--- config.mk ---
export PLATFORM = sky130hd
export DESIGN_NAME = q31_saturating_mac_alu
export DESIGN_NICKNAME = d
export VERILOG_FILES = /design/src/rtl/q31mac_pkg.sv /design/src/rtl/q31mac_front.sv /design/src/rtl/q31mac_acc.sv /design/src/rtl/q31_saturating_mac_alu.sv
export SDC_FILE = /design/constraint.sdc
export NUM_CORES = 2
export LEC_CHECK = 0
export BUFFER_PORTS_ARGS = -buffer_cell sky130_fd_sc_hd__buf_2
export CORE_MARGIN = 10
export CORE_UTILIZATION = 32
export DETAILED_ROUTE_END_ITERATION = 6
export GPL_TIMING_DRIVEN = 0
export PLACE_DENSITY = 0.44
export REMOVE_ABC_BUFFERS = 1
export SKIP_CTS_REPAIR_TIMING = 1
export SLEW_MARGIN = 20
export SYNTH_ARGS = -nofsm -noshare
export SYNTH_HDL_FRONTEND = slang
export SYNTH_SLANG_ARGS = --single-unit
--- constraint.sdc ---
create_clock -name clk -period 12.77 [get_ports clk]
set_input_delay 0.6385 -clock clk [delete_from_list [all_inputs] [get_ports clk]]
set_output_delay 0.6385 -clock clk [all_outputs]
set_load 0.005 [all_outputs]
--- src/rtl/q31mac_pkg.sv ---
// Shared types and constants for the Q31 saturating MAC ALU.
package q31mac_pkg;

  typedef enum logic [2:0] {
    OP_ADD  = 3'd0,
    OP_SUB  = 3'd1,
    OP_MUL  = 3'd2,
    OP_MAC  = 3'd3,
    OP_MSUB = 3'd4,
    OP_LSH  = 3'd5,
    OP_RSH  = 3'd6,
    OP_CLR  = 3'd7
  } op_t;

  localparam logic [31:0] Q31_MAX  = 32'h7fff_ffff;
  localparam logic [31:0] Q31_MIN  = 32'h8000_0000;
  localparam logic [63:0] HALF_LSB = 64'h0000_0000_8000_0000;

  // Item state between the front stage and the accumulate stage
  typedef struct packed {
    op_t         op;
    logic [63:0] wide;        // raw product, or shifted value for right shift
    logic [31:0] direct;      // finished result for saturating ops
    logic        sel_direct;  // take direct instead of the rounded sum
  } stage_t;

endpackage

--- src/rtl/q31mac_front.sv ---
// Front stage: multiplier, saturating add/sub, barrel shifters.
module q31mac_front (
  input  q31mac_pkg::op_t    op,
  input  logic signed [31:0] a,
  input  logic signed [31:0] b,
  input  logic [5:0]         sh,
  output q31mac_pkg::stage_t front
);

  logic signed [63:0] prod;
  logic signed [32:0] sum_ab;
  logic signed [32:0] diff_ab;
  logic signed [63:0] lsh_v;
  logic signed [63:0] rsh_v;
  logic [31:0]        lsh_res;

  function automatic logic [31:0] sat33(input logic signed [32:0] v);
    if (v[32] != v[31]) begin
      return v[32] ? q31mac_pkg::Q31_MIN : q31mac_pkg::Q31_MAX;
    end
    return v[31:0];
  endfunction

  assign prod    = 64'(a) * 64'(b);
  assign sum_ab  = 33'(a) + 33'(b);
  assign diff_ab = 33'(a) - 33'(b);
  assign lsh_v   = 64'(a) <<< sh[4:0];
  assign rsh_v   = $signed({a, 32'h0}) >>> sh;

  always_comb begin
    if (a == '0) begin
      lsh_res = '0;
    end else if (sh[5] || (lsh_v[63:31] != {33{lsh_v[63]}})) begin
      lsh_res = a[31] ? q31mac_pkg::Q31_MIN : q31mac_pkg::Q31_MAX;
    end else begin
      lsh_res = lsh_v[31:0];
    end
  end

  always_comb begin
    front.op         = op;
    front.wide       = (op == q31mac_pkg::OP_RSH) ? rsh_v : prod;
    front.direct     = '0;
    front.sel_direct = 1'b1;
    case (op)
      q31mac_pkg::OP_ADD: begin
        front.direct = sat33(sum_ab);
      end
      q31mac_pkg::OP_SUB: begin
        front.direct = sat33(diff_ab);
      end
      q31mac_pkg::OP_MUL: begin
        // minus one squared would round to the minimum; pin to the maximum
        front.direct     = q31mac_pkg::Q31_MAX;
        front.sel_direct = (a == q31mac_pkg::Q31_MIN) && (b == q31mac_pkg::Q31_MIN);
      end
      q31mac_pkg::OP_MAC, q31mac_pkg::OP_MSUB, q31mac_pkg::OP_RSH: begin
        front.sel_direct = 1'b0;
      end
      q31mac_pkg::OP_LSH: begin
        front.direct = lsh_res;
      end
      default: begin
        front.direct = '0;
      end
    endcase
  end

endmodule

--- src/rtl/q31mac_acc.sv ---
// Accumulate stage: one 64-bit adder for rounding and the biased accumulator.
module q31mac_acc (
  input  logic               clk,
  input  logic               rst,
  input  logic               fire,
  input  q31mac_pkg::stage_t front,
  output logic [31:0]        result_next
);

  // acc holds accumulator + 2^31, so its upper word is the rounded value
  logic [63:0] acc;
  logic [63:0] acc_next;
  logic [63:0] dbl;
  logic [63:0] base;
  logic [63:0] addend;
  logic        cin;
  logic [63:0] sum;

  assign dbl = {front.wide[62:0], 1'b0};

  always_comb begin
    base   = q31mac_pkg::HALF_LSB;
    addend = dbl;
    cin    = 1'b0;
    case (front.op)
      q31mac_pkg::OP_MAC: begin
        base = acc;
      end
      q31mac_pkg::OP_MSUB: begin
        base   = acc;
        addend = ~dbl;
        cin    = 1'b1;
      end
      q31mac_pkg::OP_RSH: begin
        addend = front.wide;
      end
      default: begin
        addend = dbl;
      end
    endcase
  end

  assign sum         = base + addend + {63'h0, cin};
  assign result_next = front.sel_direct ? front.direct : sum[63:32];

  always_comb begin
    acc_next = acc;
    case (front.op)
      q31mac_pkg::OP_MAC, q31mac_pkg::OP_MSUB: acc_next = sum;
      q31mac_pkg::OP_CLR:                      acc_next = q31mac_pkg::HALF_LSB;
      default:                                 acc_next = acc;
    endcase
  end

  always_ff @(posedge clk) begin
    if (rst) begin
      acc <= q31mac_pkg::HALF_LSB;
    end else if (fire) begin
      acc <= acc_next;
    end
  end

endmodule

--- src/rtl/q31_saturating_mac_alu.sv ---
// Q31 saturating MAC ALU: top level with item pipeline and flow control.
// Registers in order: input reg, product reg, result reg. Throughput: one
// item per cycle while the output is not stalled, set by the
// single 32x32 multiplier stage and the one-add accumulator loop.
// Reset (rst, synchronous, active high) empties the pipe and sets the
// accumulator to zero.
module q31_saturating_mac_alu (
  input  logic               clk,
  input  logic               rst,
  input  logic               req_valid,
  output logic               req_stall,
  input  logic [2:0]         req_type,
  input  logic signed [31:0] operand_a,
  input  logic signed [31:0] operand_b,
  input  logic [5:0]         shift_amount,
  output logic               rsp_valid,
  input  logic               rsp_stall,
  output logic signed [31:0] result
);

  // Stage 1: registered item
  logic               s1_valid;
  q31mac_pkg::op_t    s1_op;
  logic signed [31:0] s1_a;
  logic signed [31:0] s1_b;
  logic [5:0]         s1_sh;

  // Stage 2: registered product / partial results
  logic               s2_valid;
  q31mac_pkg::stage_t s2;
  q31mac_pkg::stage_t s2_next;

  logic [31:0] result_next;

  // Load enables: a stage loads when empty or when its item moves on.
  // Each stage holds at most one item, so with a bubble anywhere in the
  // pipe the input side keeps taking items while the output is stalled.
  logic ld3;
  logic ld2;
  logic ld1;
  logic fire2;

  assign ld3       = !rsp_valid || !rsp_stall;
  assign ld2       = !s2_valid || ld3;
  assign ld1       = !s1_valid || ld2;
  assign req_stall = !ld1;
  // stage-2 item leaves this cycle: the accumulator commits exactly once
  assign fire2     = s2_valid && ld3;

  always_ff @(posedge clk) begin
    if (rst) begin
      s1_valid <= 1'b0;
    end else if (ld1) begin
      s1_valid <= req_valid;
    end
  end

  always_ff @(posedge clk) begin
    if (ld1 && req_valid) begin
      s1_op <= q31mac_pkg::op_t'(req_type);
      s1_a  <= operand_a;
      s1_b  <= operand_b;
      s1_sh <= shift_amount;
    end
  end

  q31mac_front u_front (
    .op    (s1_op),
    .a     (s1_a),
    .b     (s1_b),
    .sh    (s1_sh),
    .front (s2_next)
  );

  always_ff @(posedge clk) begin
    if (rst) begin
      s2_valid <= 1'b0;
    end else if (ld2) begin
      s2_valid <= s1_valid;
    end
  end

  always_ff @(posedge clk) begin
    if (ld2 && s1_valid) begin
      s2 <= s2_next;
    end
  end

  // Accumulate / round stage feeding the result register
  q31mac_acc u_acc (
    .clk         (clk),
    .rst         (rst),
    .fire        (fire2),
    .front       (s2),
    .result_next (result_next)
  );

  always_ff @(posedge clk) begin
    if (rst) begin
      rsp_valid <= 1'b0;
    end else if (ld3) begin
      rsp_valid <= s2_valid;
    end
  end

  always_ff @(posedge clk) begin
    if (fire2) begin
      result <= result_next;
    end
  end

  // Input is held off only when every stage is full and the output is stalled
  assert property (@(posedge clk) disable iff (rst)
    req_stall |-> (s1_valid && s2_valid && rsp_valid && rsp_stall))
    else $error("input stalled with room in the pipe");

  // A multiply takes the direct path only for min times min, and then gives the maximum
  assert property (@(posedge clk) disable iff (rst)
    (s2_valid && (s2.op == q31mac_pkg::OP_MUL) && s2.sel_direct)
      |-> (s2.direct == q31mac_pkg::Q31_MAX))
    else $error("multiply override does not give the maximum");

  // Reset empties the whole pipe
  assert property (@(posedge clk)
    rst |=> (!s1_valid && !s2_valid && !rsp_valid))
    else $error("pipe not empty after reset");

endmodule

==> summary.txt <==
Detailed routing
  • Final WL: between 200000 and 250000 µm
  • # DRC: 4
  • Vias after detailed routing: 47094
  • Wire per inst: roughly 23 µm
  • Initial DRC count: ~2900
  • First-pass detailed-route iteration total: 7
  • Post-route ant nets: 0
  • Drt via density: 5.15

Global route
  • GRT Resource Usage Total: approximately a fifth
  • Vias in the first global route: roughly 50000
  • Initial antenna violation count: 16
  • First-pass GRT wire length: 326000 µm
  • Largest net degree at the start of global routing: 98
  • Gr ovfl total: 0
  • Grt peak-use layer: met2
  • Met3 usage: between 2 and 3%
  • Met1 usage: 28.5%
  • M2 GR Usage: roughly a third

Synthesis
  • Post-synthesis compound-gate area fraction: 12.0%
  • Post-Syn Area: roughly 0.06 mm²
  • Synth Flop Type: edfxtp_1
  • Synth warn: 0
  • Mux cell area share after synthesis: about 4%
  • Post-synth top area share: a little over a third
  • Commonest cells in the netlist: fa_1, inv_1, nand2_1
  • Fraction of registers with async set/reset: 0%
  • Ranking of synthesized cells by area: fa_1, edfxtp_1, inv_1
  • Simple logic cell fraction of the synthesized area: approximately 16%
  • Top-count cell post-synth: fa_1
  • Post-Synth Adder-Cell Area: roughly 43%
  • Yosys cell types: 92
  • Seq cells post-synth: about 270
  • Syn Inst Count: just under 7000
  • EDFF count, synth: slightly above 200
  • Synth Area in XOR/XNOR: 2.66%
  • Syn_area_per_cell: 8.89 µm²
  • Largest family of logic cells by synthesized area: adder cells
  • Sequential area share after synthesis: between 10% and 20%
  • Area leader, netlist: fa_1

Finish
  • P&R area growth vs syn: 11.3%
  • Fin nets: between 8000 and 9000
  • Register area: between 0.007 and 0.008 mm²
  • Area of the multi-input gates: between 0.04 and 0.05 mm²
  • N_diodes: 0
  • Fill cells: ~19000
  • Layout cells sized above 1: 7.48%

Clock network
  • Clk Tree Root Cell: clkbuf_16
  • Max clock buf depth: 3
  • Clock-pin transition on the worst setup and hold timing paths: around 60 ps
  • CTS Buf Count: 39
  • Worst-skew pair later-pin latency: a little under 700 ps
  • CTS tree: built
  • H-tree depth: 2
  • CTS Sinks: between 200 and 300

Die
  • Ports: around 110
  • Initial Util: between 30% and 40%
  • Die area: approximately 0.20 mm²
  • Die height: about 450 µm
  • # rows: around 160
  • Die span in x: 453 µm
  • Placeable core region: 0.186 mm²

Placed design
  • Gpl congestion: 0.891
  • HPWL Detailed: 183000 µm
  • Port Buf Inserts: 110

Timing
  • RSZ-0062 raised after global routing: no
  • Final period demand of the worst path: between 10000 and 15000 ps
  • Fin. Hold Viols: 0
  • Final max-slew violation count: 0
  • Hold WS: around 140 ps
  • Tightest Pin Transition: 1210 ps
  • Peak Freq: between 90 and 100 MHz
  • Slew headroom: 18.7%
  • Final Cycle Share: a little over four fifths
  • Final setup vio count: 0
  • Clk_skew: 59.4 ps

Setup path
  • Crit path max fanout: 23
  • Worst Path Class, Setup: reg2reg
  • Reg-to-reg setup timing slack: between 2000 and 2500 ps
  • R2R cell count: 27
  • Most frequent CP cell: fa_1
  • Crit path buf inv count: 8
  • CP required: about 13000 ps
  • Crit end category: flop
  • Startpoint Class: flop
  • Critical path depth: 27
  • Arrival @ worst endpoint: ~11000 ps
  • CP max-delay cell: fa_1
  • Delay-heaviest family, CP: adder cells
  • Crit-path max cell delay: about 1000 ps

Worst hold path
  • Hold Path Class: in2reg
  • Worst hold path stage count: 1

Run
  • Max cap viols: 0

Run status
  • Outcome: complete, but fails checks
  • Failing checks: DRC
flip-flops by register name (all words and copies together) (netlist names):
register,flops
s2,100
s1_sh,6
s1_b,32
s1_a,32
u_acc.acc,64
s1_op,3
s1_valid,1
s2_valid,1
result,32
rsp_valid,1
layout make-up:
cell class	instances	area share [%]
Clock buffer	51	1.61
Clock inverter	19	0.326
Inverter	1046	5.89
Multi-Input combinational cell	4959	70.0
Sequential cell	272	11.2
Tap cell	2480	4.65
Timing Repair Buffer	322	6.24
routing by layer:
layer	share of wire, %	wire length (µm)
met5	0.034	73
met4	3.3	7090
met3	4.8	10300
met2	46	99500
met1	46	97800
logic make-up after synthesis:
family / count (synthesis)
xor gates and xnor gates: 182
DFF: 272
and+or+nand+nor: 2028
AOI/OAI and AO/OA: 1167
muxes: 183
adders and majority gates: 1399
buffers and inverters: 1504
per-stage QoR:
stage / utilization (%) / instance area, µm² / setup WS (ps) / setup TNS, ps / std cells
2_1_floorplan: - / 58000 / 3570 / 0 / 6277
3_3_place_gp: 33.2 / 61700 / -1720 / -53220 / 8867
3_5_place_dp: 35.2 / 65400 / 2040 / 0 / 9079
4_1_cts: 35.9 / 66700 / 2030 / 0 / 9149
5_1_grt: 35.9 / 66700 / 1540 / 0 / 9149
6_report: 35.9 / 66700 / 2070 / 0 / 9149
final timing paths:
path	end	from
worst min register to register	u_acc.acc[36]$_SDFFE_PP0P_	u_acc.acc[36]$_SDFFE_PP0P_
worst max register to register	s2[95]$_DFFE_PP_	s1_a[31]$_DFFE_PP_
worst min-delay path	s1_a[31]$_DFFE_PP_	operand_a[31]
worst max-delay path	s2[95]$_DFFE_PP_	s1_a[31]$_DFFE_PP_
cell usage in the layout, fill, tap and decap left out, types with 37 or more instances in the layout:
cell          n
fa_1       1085
inv_1      1037
nand2_1     743
and2_1      532
o21ai_0     399
nor2_1      388
ha_1        311
a21oi_1     286
edfxtp_1    205
buf_8       150
xnor2_1     114
mux2i_1     111
buf_2       110
a21o_1      104
nor3_1       76
nand4_1      70
xor2_1       68
dfxtp_1      67
o211ai_1     56
nand3_1      49
a22oi_1      40
clkbuf_16    39
nand2b_1     37
Power is left out: the tool's default activity adds up to more than one toggle a clock period on the data nets, which glitch-free logic cannot reach.
